<file path="src/rtl/msi_pkg.sv">
// Shared types, codes and helpers for the motion safety interlock.
`timescale 1ns / 1ps

package msi_pkg;

  // Block constants
  localparam int          PERIOD_MS_DEF   = 20;
  localparam int          RANGE_COUNT     = 4;
  localparam int          NUM_RANGES      = 4;
  localparam logic [15:0] RANGE_FLOOR_MM  = 16'd10;
  localparam logic [15:0] MIN_DURATION_MS = 16'd100;
  localparam logic [15:0] AGE_MAX         = 16'hFFFF;

  // Event codes carried in the mode field
  typedef enum logic [2:0] {
    MODE_TICK       = 3'd0,
    MODE_RANGES     = 3'd1,
    MODE_STATUS     = 3'd2,
    MODE_ARM        = 3'd3,
    MODE_COMMAND    = 3'd4,
    MODE_DISCONNECT = 3'd5
  } mode_e;

  // Motion command codes
  typedef enum logic [2:0] {
    CMD_STOP     = 3'd0,
    CMD_IDLE     = 3'd1,
    CMD_FORWARD  = 3'd2,
    CMD_BACKWARD = 3'd3,
    CMD_LEFT     = 3'd4,
    CMD_RIGHT    = 3'd5
  } cmd_e;

  // Result detail codes
  typedef enum logic [3:0] {
    DET_READY       = 4'd0,
    DET_STALE       = 4'd1,
    DET_OBST_UNKN   = 4'd2,
    DET_OBSTACLE    = 4'd3,
    DET_LATCHED     = 4'd4,
    DET_ARMED       = 4'd5,
    DET_STOPPED     = 4'd6,
    DET_IDLE        = 4'd7,
    DET_ACCEPTED    = 4'd8,
    DET_ZERO        = 4'd9,
    DET_NOT_CLEAR   = 4'd10,
    DET_UNSUPPORTED = 4'd11
  } detail_e;

  // Drive request kinds
  typedef enum logic [1:0] {
    DRIVE_NONE = 2'd0,
    DRIVE_STOP = 2'd1,
    DRIVE_MOVE = 2'd2
  } drive_e;

  // Configuration register indexes
  typedef enum logic [2:0] {
    CFG_OBSTACLE_STOP = 3'd0,
    CFG_MAX_LINEAR    = 3'd1,
    CFG_MAX_TURN      = 3'd2,
    CFG_MAX_DURATION  = 3'd3,
    CFG_STATE_TIMEOUT = 3'd4,
    CFG_NEED_STATE    = 3'd5,
    CFG_NEED_CLEAR    = 3'd6
  } cfg_idx_e;

  localparam int CFG_IDX_W  = 3;
  localparam int CFG_DATA_W = 16;

  typedef struct packed {
    logic [15:0] obstacle_stop_mm;
    logic [14:0] max_linear_speed;
    logic [14:0] max_turn_rate;
    logic [15:0] max_duration_ms;
    logic [15:0] stale_after_ms;
    logic        need_robot_state;
    logic        need_clear_path;
  } msi_cfg_t;

  typedef struct packed {
    logic [2:0]         mode;
    logic [2:0]         command_code;
    logic               emergency_flag;
    logic signed [15:0] linear_request;
    logic signed [15:0] turn_request;
    logic signed [15:0] duration_request;
    logic [15:0]        range_a;
    logic [15:0]        range_b;
    logic [15:0]        range_c;
    logic [15:0]        range_d;
    logic [3:0]         range_valid;
  } msi_in_t;

  typedef struct packed {
    logic               ok;
    logic [3:0]         detail_code;
    logic               connected;
    logic               obstacle_valid;
    logic               obstacle_seen;
    logic               estop_active;
    logic [15:0]        nearest_mm;
    logic [1:0]         drive_kind;
    logic signed [15:0] drive_linear;
    logic signed [15:0] drive_turn;
  } msi_out_t;

  // Robot state counts as fresh while seen, not saturated and within timeout
  function automatic logic is_fresh(input logic seen, input logic [15:0] age,
                                    input logic [15:0] timeout);
    return seen && (age != AGE_MAX) && (age <= timeout);
  endfunction

endpackage

</file>
<file path="src/rtl/msi_if.sv">
// Valid/ready channel interfaces for event items and result items.
`timescale 1ns / 1ps

interface msi_in_if;
  logic             valid;
  logic             ready;
  msi_pkg::msi_in_t item;

  modport source (output valid, output item, input ready);
  modport sink   (input valid, input item, output ready);
endinterface

interface msi_out_if;
  logic              valid;
  logic              ready;
  msi_pkg::msi_out_t item;

  modport source (output valid, output item, input ready);
  modport sink   (input valid, input item, output ready);
endinterface

</file>
<file path="src/rtl/msi_core.sv">
// Interlock state and per-event decision logic, one event per step.
`timescale 1ns / 1ps

module msi_core #(
  parameter int PERIOD_MS = msi_pkg::PERIOD_MS_DEF
) (
  input  logic              clk_i,
  input  logic              rst_ni,
  input  msi_pkg::msi_cfg_t cfg_i,
  input  msi_pkg::msi_in_t  item_i,
  input  logic              step_i,
  output msi_pkg::msi_out_t result_o
);
  import msi_pkg::*;

  localparam int PW = $clog2(PERIOD_MS + 1);

  // Interlock state
  logic          seen_q, seen_d;
  logic          known_q, known_d;
  logic          flag_q, flag_d;
  logic [15:0]   nearest_q, nearest_d;
  logic [15:0]   age_q, age_d;
  logic          latch_q, latch_d;
  logic          stop_sent_q, stop_sent_d;
  logic [15:0]   lin_q, lin_d;
  logic [15:0]   turn_q, turn_d;
  logic [15:0]   tl_q, tl_d;
  logic [PW-1:0] period_q, period_d;

  // Values shared by several events
  logic [15:0]   age_inc, age_mid, tl_dec;
  logic [PW-1:0] period_inc;
  logic          fresh_mid, conn_mid, clear_mid;

  // Range filtering
  logic [15:0]           rng [NUM_RANGES];
  logic [NUM_RANGES-1:0] rng_use;
  logic                  rng_any, rng_near;
  logic [15:0]           rng_least;

  // Command shaping
  logic [15:0] lin_raw, turn_raw, lin_mag, turn_mag, dur_lo, dur;
  logic [14:0] lin_clamp, turn_clamp, lin_sel, turn_sel;
  logic        is_linear;

  // Result fields
  logic        ok, use_status, halt_req, fresh_post, conn_post, valid_post;
  logic [3:0]  detail;
  logic [1:0]  kind;
  logic [15:0] dlin, dturn;

  assign age_inc    = (seen_q && age_q != AGE_MAX) ? age_q + 16'd1 : age_q;
  assign age_mid    = (item_i.mode == MODE_TICK) ? age_inc : age_q;
  assign tl_dec     = (tl_q != 16'd0) ? tl_q - 16'd1 : tl_q;
  assign period_inc = period_q + PW'(1);
  assign fresh_mid  = is_fresh(seen_q, age_mid, cfg_i.stale_after_ms);
  assign conn_mid   = !cfg_i.need_robot_state || fresh_mid;
  assign clear_mid  = !cfg_i.need_clear_path || (fresh_mid && known_q && !flag_q);

  // Filter the ranges and find the nearest usable one
  assign rng[0] = item_i.range_a;
  assign rng[1] = item_i.range_b;
  assign rng[2] = item_i.range_c;
  assign rng[3] = item_i.range_d;

  always_comb begin
    rng_any   = 1'b0;
    rng_near  = 1'b0;
    rng_least = AGE_MAX;
    for (int i = 0; i < NUM_RANGES; i++) begin
      rng_use[i] = (i < RANGE_COUNT) && item_i.range_valid[i] && (rng[i] > RANGE_FLOOR_MM);
      if (rng_use[i]) begin
        rng_any = 1'b1;
        if (rng[i] < rng_least) rng_least = rng[i];
        if (rng[i] <= cfg_i.obstacle_stop_mm) rng_near = 1'b1;
      end
    end
  end

  // Clamp requested speeds by magnitude and the duration to its bounds
  assign lin_raw    = $unsigned(item_i.linear_request);
  assign turn_raw   = $unsigned(item_i.turn_request);
  assign lin_mag    = lin_raw[15] ? (~lin_raw + 16'd1) : lin_raw;
  assign turn_mag   = turn_raw[15] ? (~turn_raw + 16'd1) : turn_raw;
  assign lin_clamp  = (lin_mag > {1'b0, cfg_i.max_linear_speed}) ?
                      cfg_i.max_linear_speed : lin_mag[14:0];
  assign turn_clamp = (turn_mag > {1'b0, cfg_i.max_turn_rate}) ?
                      cfg_i.max_turn_rate : turn_mag[14:0];
  assign is_linear  = (item_i.command_code == CMD_FORWARD) ||
                      (item_i.command_code == CMD_BACKWARD);
  assign lin_sel    = is_linear ? lin_clamp : 15'd0;
  assign turn_sel   = is_linear ? 15'd0 : turn_clamp;
  assign dur_lo     = (item_i.duration_request < $signed(MIN_DURATION_MS)) ?
                      MIN_DURATION_MS : $unsigned(item_i.duration_request);
  assign dur        = (dur_lo > cfg_i.max_duration_ms) ? cfg_i.max_duration_ms : dur_lo;

  // Decide the event and the next state
  always_comb begin
    seen_d      = seen_q;
    known_d     = known_q;
    flag_d      = flag_q;
    nearest_d   = nearest_q;
    age_d       = age_q;
    latch_d     = latch_q;
    stop_sent_d = stop_sent_q;
    lin_d       = lin_q;
    turn_d      = turn_q;
    tl_d        = tl_q;
    period_d    = period_q;
    ok          = 1'b1;
    detail      = DET_READY;
    use_status  = 1'b0;
    halt_req    = 1'b0;
    kind        = DRIVE_NONE;
    dlin        = 16'd0;
    dturn       = 16'd0;

    unique case (item_i.mode)
      MODE_TICK: begin
        use_status = 1'b1;
        age_d      = age_inc;
        tl_d       = tl_dec;
        if (period_inc >= PW'(PERIOD_MS)) begin
          period_d = '0;
          halt_req = latch_q || (tl_dec == 16'd0) || !conn_mid || !clear_mid ||
                     (lin_q == 16'd0 && turn_q == 16'd0);
          if (halt_req) begin
            lin_d  = 16'd0;
            turn_d = 16'd0;
            // send one stop, then stay quiet until an event clears stop_sent
            if (!stop_sent_q) begin
              stop_sent_d = 1'b1;
              kind        = DRIVE_STOP;
            end
          end else begin
            stop_sent_d = 1'b0;
            kind        = DRIVE_MOVE;
            dlin        = lin_q;
            dturn       = turn_q;
          end
        end else begin
          period_d = period_inc;
        end
      end
      MODE_RANGES: begin
        use_status = 1'b1;
        seen_d     = 1'b1;
        known_d    = rng_any;
        flag_d     = rng_near;
        nearest_d  = rng_any ? rng_least : 16'd0;
        age_d      = 16'd0;
      end
      MODE_STATUS: begin
        use_status = 1'b1;
      end
      MODE_ARM: begin
        if (!conn_mid) begin
          ok     = 1'b0;
          detail = DET_STALE;
        end else if (!clear_mid) begin
          ok     = 1'b0;
          detail = DET_NOT_CLEAR;
        end else begin
          latch_d     = 1'b0;
          lin_d       = 16'd0;
          turn_d      = 16'd0;
          stop_sent_d = 1'b0;
          detail      = DET_ARMED;
        end
      end
      MODE_COMMAND: begin
        if (item_i.emergency_flag || item_i.command_code == CMD_STOP) begin
          lin_d       = 16'd0;
          turn_d      = 16'd0;
          stop_sent_d = 1'b0;
          if (item_i.emergency_flag) latch_d = 1'b1;
          detail      = item_i.emergency_flag ? DET_LATCHED : DET_STOPPED;
        end else begin
          case (item_i.command_code) inside
            CMD_IDLE: begin
              lin_d       = 16'd0;
              turn_d      = 16'd0;
              stop_sent_d = 1'b0;
              detail      = DET_IDLE;
            end
            CMD_FORWARD, CMD_BACKWARD, CMD_LEFT, CMD_RIGHT: begin
              if (lin_sel == 15'd0 && turn_sel == 15'd0) begin
                ok     = 1'b0;
                detail = DET_ZERO;
              end else if (latch_q) begin
                ok     = 1'b0;
                detail = DET_LATCHED;
              end else if (!conn_mid) begin
                ok     = 1'b0;
                detail = DET_STALE;
              end else if (!clear_mid) begin
                ok          = 1'b0;
                detail      = DET_NOT_CLEAR;
                lin_d       = 16'd0;
                turn_d      = 16'd0;
                stop_sent_d = 1'b0;
              end else begin
                lin_d       = (item_i.command_code == CMD_BACKWARD) ?
                              16'd0 - {1'b0, lin_sel} : {1'b0, lin_sel};
                turn_d      = (item_i.command_code == CMD_RIGHT) ?
                              16'd0 - {1'b0, turn_sel} : {1'b0, turn_sel};
                tl_d        = dur;
                stop_sent_d = 1'b0;
                detail      = DET_ACCEPTED;
              end
            end
            default: begin
              ok     = 1'b0;
              detail = DET_UNSUPPORTED;
            end
          endcase
        end
      end
      MODE_DISCONNECT: begin
        use_status  = 1'b1;
        lin_d       = 16'd0;
        turn_d      = 16'd0;
        stop_sent_d = 1'b0;
      end
      default: begin
        ok     = 1'b0;
        detail = DET_UNSUPPORTED;
      end
    endcase

    // Status after the event has been applied
    fresh_post = is_fresh(seen_d, age_d, cfg_i.stale_after_ms);
    conn_post  = !cfg_i.need_robot_state || fresh_post;
    valid_post = known_d && fresh_post;
    if (use_status) begin
      if (!conn_post)                                              detail = DET_STALE;
      else if (cfg_i.need_clear_path && (!known_d || !fresh_post)) detail = DET_OBST_UNKN;
      else if (flag_d)                                             detail = DET_OBSTACLE;
      else if (latch_d)                                            detail = DET_LATCHED;
      else                                                         detail = DET_READY;
    end

    result_o.ok             = ok;
    result_o.detail_code    = detail;
    result_o.connected      = conn_post;
    result_o.obstacle_valid = valid_post;
    result_o.obstacle_seen  = valid_post && flag_d;
    result_o.estop_active   = latch_d;
    result_o.nearest_mm     = valid_post ? nearest_d : 16'd0;
    result_o.drive_kind     = kind;
    result_o.drive_linear   = $signed(dlin);
    result_o.drive_turn     = $signed(dturn);
  end

  // Advance the state on each event
  always_ff @(posedge clk_i or negedge rst_ni) begin
    if (!rst_ni) begin
      seen_q      <= 1'b0;
      known_q     <= 1'b0;
      flag_q      <= 1'b0;
      nearest_q   <= 16'd0;
      age_q       <= 16'd0;
      latch_q     <= 1'b1;
      stop_sent_q <= 1'b0;
      lin_q       <= 16'd0;
      turn_q      <= 16'd0;
      tl_q        <= 16'd0;
      period_q    <= '0;
    end else if (step_i) begin
      seen_q      <= seen_d;
      known_q     <= known_d;
      flag_q      <= flag_d;
      nearest_q   <= nearest_d;
      age_q       <= age_d;
      latch_q     <= latch_d;
      stop_sent_q <= stop_sent_d;
      lin_q       <= lin_d;
      turn_q      <= turn_d;
      tl_q        <= tl_d;
      period_q    <= period_d;
    end
  end

  // A move is only issued while the emergency latch is clear
  a_move_unlatched: assert property (@(posedge clk_i) disable iff (!rst_ni)
    step_i && result_o.drive_kind == DRIVE_MOVE |-> !latch_q)
    else $error("move issued while latched");

  // The period counter wraps before reaching the period
  a_period_range: assert property (@(posedge clk_i) disable iff (!rst_ni)
    period_q < PW'(PERIOD_MS))
    else $error("period counter out of range");

  // A stop request marks the stop as sent
  a_stop_marks: assert property (@(posedge clk_i) disable iff (!rst_ni)
    step_i && result_o.drive_kind == DRIVE_STOP |=> stop_sent_q)
    else $error("stop sent flag not set");

endmodule

</file>
<file path="src/rtl/motion_safety_interlock_unit.sv">
// Top level of the motion safety interlock: channels, configuration, staging.
`timescale 1ns / 1ps

// Usage:
// Events arrive on in_i (tick, obstacle ranges, status, arm, command,
// disconnect); each one gives exactly one result item on out_o.
// An event is taken into an input register, decided against the interlock
// state once the output register is free or draining, and its result lands
// in an output register. Throughput is one event per cycle while the
// receiver takes every result.
// When the receiver stalls, the result holds in the output register and one
// more event may wait in the input register; in_i.ready then drops.
// Configuration is written through cfg_we_i / cfg_idx_i / cfg_data_i; the
// user must do this only while no event is in flight, which the block does
// not enforce; unknown indexes are ignored. After reset the emergency latch
// is set, robot state is unseen, no motion is held and the registers take
// their default limits; an arm event with fresh state and a clear path
// releases the latch. Every PERIOD_MS tick events one drive decision is made:
// a move, or one stop that is not repeated until an event clears stop_sent.

module motion_safety_interlock_unit #(
  parameter int PERIOD_MS = msi_pkg::PERIOD_MS_DEF
) (
  input  logic                            clk_i,
  input  logic                            rst_ni,
  msi_in_if.sink                          in_i,
  msi_out_if.source                       out_o,
  input  logic                            cfg_we_i,
  input  logic [msi_pkg::CFG_IDX_W-1:0]   cfg_idx_i,
  input  logic [msi_pkg::CFG_DATA_W-1:0]  cfg_data_i
);
  import msi_pkg::*;

  msi_cfg_t cfg_q;
  logic     in_valid_q;
  msi_in_t  in_item_q;
  logic     out_valid_q;
  msi_out_t out_item_q;
  msi_out_t result;
  logic     fire;

  // Decide the held event when the output register is free or draining
  assign fire       = in_valid_q && (!out_valid_q || out_o.ready);
  assign in_i.ready = !in_valid_q || fire;
  assign out_o.valid = out_valid_q;
  assign out_o.item  = out_item_q;

  // Configuration registers
  always_ff @(posedge clk_i or negedge rst_ni) begin
    if (!rst_ni) begin
      cfg_q.obstacle_stop_mm <= 16'd450;
      cfg_q.max_linear_speed <= 15'd500;
      cfg_q.max_turn_rate    <= 15'd1000;
      cfg_q.max_duration_ms  <= 16'd2000;
      cfg_q.stale_after_ms   <= 16'd1000;
      cfg_q.need_robot_state <= 1'b1;
      cfg_q.need_clear_path  <= 1'b1;
    end else if (cfg_we_i) begin
      unique case (cfg_idx_i)
        CFG_OBSTACLE_STOP: cfg_q.obstacle_stop_mm <= cfg_data_i;
        CFG_MAX_LINEAR:    cfg_q.max_linear_speed <= cfg_data_i[14:0];
        CFG_MAX_TURN:      cfg_q.max_turn_rate    <= cfg_data_i[14:0];
        CFG_MAX_DURATION:  cfg_q.max_duration_ms  <= cfg_data_i;
        CFG_STATE_TIMEOUT: cfg_q.stale_after_ms   <= cfg_data_i;
        CFG_NEED_STATE:    cfg_q.need_robot_state <= cfg_data_i[0];
        CFG_NEED_CLEAR:    cfg_q.need_clear_path  <= cfg_data_i[0];
        default: ;
      endcase
    end
  end

  // Input register: take an item whenever the slot is free or emptying
  always_ff @(posedge clk_i or negedge rst_ni) begin
    if (!rst_ni) begin
      in_valid_q <= 1'b0;
    end else if (in_i.valid && in_i.ready) begin
      in_valid_q <= 1'b1;
    end else if (fire) begin
      in_valid_q <= 1'b0;
    end
  end

  always_ff @(posedge clk_i) begin
    if (in_i.valid && in_i.ready) in_item_q <= in_i.item;
  end

  msi_core #(
    .PERIOD_MS (PERIOD_MS)
  ) u_core (
    .clk_i    (clk_i),
    .rst_ni   (rst_ni),
    .cfg_i    (cfg_q),
    .item_i   (in_item_q),
    .step_i   (fire),
    .result_o (result)
  );

  // Output register: load on a decision, drop when taken
  always_ff @(posedge clk_i or negedge rst_ni) begin
    if (!rst_ni) begin
      out_valid_q <= 1'b0;
    end else if (fire) begin
      out_valid_q <= 1'b1;
    end else if (out_o.ready) begin
      out_valid_q <= 1'b0;
    end
  end

  always_ff @(posedge clk_i) begin
    if (fire) out_item_q <= result;
  end

  // A decided event always leaves a result behind
  a_fire_result: assert property (@(posedge clk_i) disable iff (!rst_ni)
    fire |=> out_valid_q)
    else $error("decided item left no result");

  // A held event that was not decided stays unchanged
  a_hold_input: assert property (@(posedge clk_i) disable iff (!rst_ni)
    in_valid_q && !fire |=> in_valid_q && $stable(in_item_q))
    else $error("held item lost or changed");

  // An empty input register never refuses an item
  a_empty_ready: assert property (@(posedge clk_i) disable iff (!rst_ni)
    !in_valid_q |-> in_i.ready)
    else $error("input refused while empty");

endmodule

</file>
<file path="src/flat_wrapper.sv">
// flat-port wrapper written by rule: the top's interface ports become plain ports
module motion_safety_interlock_unit_flat import msi_pkg::*;
#(
  parameter int PERIOD_MS = msi_pkg::PERIOD_MS_DEF
)
  (clk_i, rst_ni, cfg_we_i, cfg_idx_i, cfg_data_i, in_i_valid, in_i_item, in_i_ready, out_o_valid, out_o_item, out_o_ready);
  msi_in_if in_i_i ();
  msi_out_if out_o_i ();
  input  logic clk_i;
  input  logic rst_ni;
  input  logic cfg_we_i;
  input  logic [msi_pkg::CFG_IDX_W-1:0] cfg_idx_i;
  input  logic [msi_pkg::CFG_DATA_W-1:0] cfg_data_i;
  input wire logic [$bits(in_i_i.valid)-1:0] in_i_valid;
  input wire logic [$bits(in_i_i.item)-1:0] in_i_item;
  output wire logic [$bits(in_i_i.ready)-1:0] in_i_ready;
  output wire logic [$bits(out_o_i.valid)-1:0] out_o_valid;
  output wire logic [$bits(out_o_i.item)-1:0] out_o_item;
  input wire logic [$bits(out_o_i.ready)-1:0] out_o_ready;
  assign in_i_i.valid = in_i_valid;
  assign in_i_i.item = in_i_item;
  assign in_i_ready = in_i_i.ready;
  assign out_o_valid = out_o_i.valid;
  assign out_o_item = out_o_i.item;
  assign out_o_i.ready = out_o_ready;
  motion_safety_interlock_unit #(.PERIOD_MS(PERIOD_MS)) u_core (.clk_i(clk_i), .rst_ni(rst_ni), .in_i(in_i_i), .out_o(out_o_i), .cfg_we_i(cfg_we_i), .cfg_idx_i(cfg_idx_i), .cfg_data_i(cfg_data_i));
endmodule
</file>
<file path="config.mk">
export PLATFORM = sky130hd
export DESIGN_NAME = motion_safety_interlock_unit_flat
export DESIGN_NICKNAME = d
export VERILOG_FILES = /design/src/rtl/msi_pkg.sv /design/src/rtl/msi_if.sv /design/src/rtl/msi_core.sv /design/src/rtl/motion_safety_interlock_unit.sv /design/src/flat_wrapper.sv
export SDC_FILE = /design/constraint.sdc
export NUM_CORES = 1
export LEC_CHECK = 0
export BUFFER_PORTS_ARGS = -buffer_cell sky130_fd_sc_hd__buf_2
export CAP_MARGIN = 20
export CORE_UTILIZATION = 61
export CTS_CLUSTER_SIZE = 12
export DETAILED_ROUTE_END_ITERATION = 16
export PLACE_DENSITY = 0.85
export SLEW_MARGIN = 10
export SYNTH_ARGS = -nofsm -noshare
export SYNTH_HDL_FRONTEND = slang
export SYNTH_HIERARCHICAL = 1
export SYNTH_SLANG_ARGS = --single-unit
</file>
<file path="constraint.sdc">
create_clock -name clk_i -period 11.1 [get_ports clk_i]
set_clock_uncertainty 0.15 [all_clocks]
set_input_delay 2.22 -clock clk_i [delete_from_list [all_inputs] [get_ports clk_i]]
set_output_delay 2.22 -clock clk_i [all_outputs]
set_load 0.01 [all_outputs]
</file>
==> impl_results.md <==
- Outcome: finished clean
- DRT iter0 DRCs: 2187
- Reg2Reg Launch Point: u_core/in_item_q[66]
- Final Util: roughly 69%
- Clk_lat worst skew: between 0.5 and 0.6 ns
- Row Count: 70
- Layout cells sized above 1: approximately a fifth
- Slew HR: 29.2%
- Clock transition at path regs: 0.06 ns
- Maxcap violations: 0
- Largest net degree at the start of global routing: 94
- Cell mode on critical path: a21o_1
- CP arrival: between 10 and 15 ns
- Avg Inst Size Synth: slightly above 10 sq um
- Hold worst-path end: u_core/out_o.valid
- # DRC: 0
- Vias in the first global route: between 15000 and 20000
- Min Tclk post-route: 9.98 ns
- GP Congestion: ~1.0
- CTS Hold Bufs: 0
- Synth Net Count: about 2600
- Worst Hold Depth: 1
- Drt first pass iters: 6
- Final max-slew violation count: 0
- Buf/Inv on CP: 3
- Synth Area in XOR/XNOR: under 10%
- Global-route wire length before repair: 103000 um
- Post-route setup slack: 1.12 ns
- #FFs+latches synth: between 300 and 400
- Delay-heaviest family, CP: compound AO/OA/AOI/OAI gates
- Post-Synthesis Cell Area: 23100 sq um
- Final net count: ~2700
- Num CTS Buffers: 40
- DIE HEIGHT: 197 um
- Maximum clock frequency: 0.100 GHz
- Critical path data required time: approximately 11 ns
- Post-synthesis mux area share: under 10%
- Clk sinks: around 350
- DR vias/cell: roughly 6.6
- Reg2reg end: u_core/out_o.item[47]
- VDD IR-drop max: between 0.1 and 0.15 mV
- Final Setup Violations: 0
- Worst slew pin tran: around 1.1 ns
- CP Class: reg2reg
- Antenna violations before repair: 3
- Commonest non-fill, non-tap cells in the layout: buf_2, ha_1, edfxtp_1
- I/O pin total: around 210
- Worst setup EP type: flip-flop
- Synth Area in Simple Gates: around 15%
- Maximum fanout along the worst path: 18
- CTS tree: done
- Detailed Route WL: 66100 um
- Fin area: about 26000 sq um
- Post-detail-place hpwl: 48800 um
- Crit path max-delay cell type: a2111oi_0
- Initial Utilization: between 60% and 70%
- Gate Count Post-Synth: ~2200
- Post-synthesis sequential area ratio: between 40% and 50%
- Vias: just under 20000
- Postcts setup bufs: 0
- Grt total ovfl: 0
- Post-synthesis compound-gate area fraction: 17.3%
- Leakage: 11.1 nW
- Post-synthesis adder-cell area fraction: approximately a tenth
- CTS resizes: 0
- Pwr per Cell Area: 180 nW/um^2
- PortBufs: between 200 and 250
- H-tree depth: 2
- Post-synth EDFFs: 182
- CTS Root Cell: clkbuf_16
- R2R cell count: 35
- Crit path launch type: flip-flop
- Yosys cell types: roughly 90
- Die ar.: 38600 sq um
- Antenna-violating nets left: 0
- Crit-path max cell delay: between 0.7 and 0.8 ns
- Placed Instance Area: 24400 sq um
- Die W: just under 200 um
- Clk buf depth: 3
- Final Hold Viols: 0
- RSZ-0062 raised after global routing: false
- Worst R2R Setup Slack: roughly 1.1 ns
- Synth warnings: 6
- Main synth FF type: edfxtp_1
- Async SR Flop Fraction: between 40% and 50%
- Routed WL per cell: approximately 22 um
- Commonest non-fill, non-tap cell in the layout: buf_2
- Final TNS setup: 0 ns
- Pre-CTS setup slack: around 1.3 ns
- Largest family of logic cells by synthesized area: compound AO/OA/AOI/OAI gates
- Synth-to-layout area growth: 11.2%
- Core area: 37000 sq um
- Hold Crit Class: reg2reg
- Filler cell count: ~2800
- Gr usage total: between 30% and 40%
- Hold path start: u_core/in_valid_q
- Period utilisation layout: 89.9%
-- worst max path at each step --
| stage | start | end | slack [ns] | depth (start not counted) |
|---|---|---|---|---|
| CTS | u_core/in_item_q[66] | u_core/out_o.item[47] | 1.28 | 35 |
| global route | u_core/in_item_q[66] | u_core/out_o.item[36] | 0.46 | 36 |
| global placement | u_core/in_item_q[66] | u_core/out_o.item[44] | 1.53 | 35 |
| detailed placement | u_core/in_item_q[66] | u_core/out_o.item[37] | 1.32 | 35 |
| floorplan | u_core/in_item_q[66] | u_core/out_o.item[39] | 1.67 | 40 |
| finish | u_core/in_item_q[66] | u_core/out_o.item[47] | 1.12 | 35 |
-- layer usage --
layer  vias to the layer above  share of wire, %  track usage (%)
met5                         -             0.051                0
met4                         4               4.4             15.4
li1                       8849                 -                -
met1                      9231                42             46.8
met2                      1082                45             53.9
met3                       207               8.5             5.37
-- logic make-up (layout without fill, tap and decap cells) --
group | after synthesis | count (layout)
AND/OR/NAND/NOR | 655 | 655
AO/OA/AOI/OAI | 579 | 579
flip-flops | 354 | 354
buffers and inverters | 251 | 440
adder cells (fa/ha/maj) | 194 | 194
multiplexers | 151 | 151
XOR/XNOR | 62 | 62
other | 0 | 1
-- sequential cells by signal, summed over array words and instances (netlist names), 5 cells and up --
register and cells:
u_core/u_core/period_q 5, u_core/u_core/tl_q 16, u_core/u_core/nearest_q 16, u_core/u_core/lin_q 16, u_core/out_o.item 59, u_core/u_core/age_q 16, u_core/in_item_q 123, u_core/cfg_q 80
u_core/u_core/turn_q 16
-- cell type report --
type	instances	area, sq um	area share, %
Antenna cell	1	2.50	0.00974
Clock buffer	55	1100	4.28
Clock inverter	16	130	0.507
Inverter	139	522	2.03
Multi-Input combinational cell	1641	12300	47.7
Sequential cell	354	9810	38.2
Tap cell	504	631	2.46
Timing Repair Buffer	230	1240	4.82
-- synthesized netlist by cell type (8+ instances only) --
cell type,n,area [sq um]
dfrtp_1,141,3530
nand4_1,55,344
o2111ai_1,9,78.8
and3_1,10,62.6
xor2_1,26,228
a211oi_1,20,150
nand3_1,33,165
nor4_1,46,288
nor2_1,110,413
or3_1,18,113
or4_1,12,90.1
a21o_1,47,353
a21oi_1,110,551
buf_6,9,101
or2_2,19,119
nand2b_1,20,125
mux2_4,40,601
buf_2,13,65.1
ha_1,194,2430
buf_1,9,33.8
clkbuf_1,76,285
a32oi_1,19,166
nor3_1,75,375
nor2b_1,30,188
mux2_2,61,687
a221o_1,15,150
a31oi_1,19,119
o21ai_0,121,606
a22o_1,33,289
nand2_1,144,541
and2_1,47,294
o41ai_1,9,78.8
edfxtp_1,182,5470
o31ai_1,44,330
xnor2_1,36,315
dfstp_2,31,815
mux2i_1,49,490
inv_1,139,522
a211o_1,8,70.1
o21a_1,17,128
o22ai_1,13,81.3
o211ai_1,20,150
-- through the flow --
step,std cells,total power [mW],hold slack (ns)
after detailed placement,2865,3.30,0.331
after floorplan,2246,2.86,0.299
after global routing,2940,4.84,0.371
after CTS,2936,4.58,0.347
final,2940,4.61,0.344
after global placement,2865,3.24,0.316
-- power breakdown --
part           internal, mW  switching, mW
clock                 0.719          0.539
sequential             1.62          0.231
combinational         0.624          0.884
total                  2.96           1.65
(Power assumes the default switching activity.)
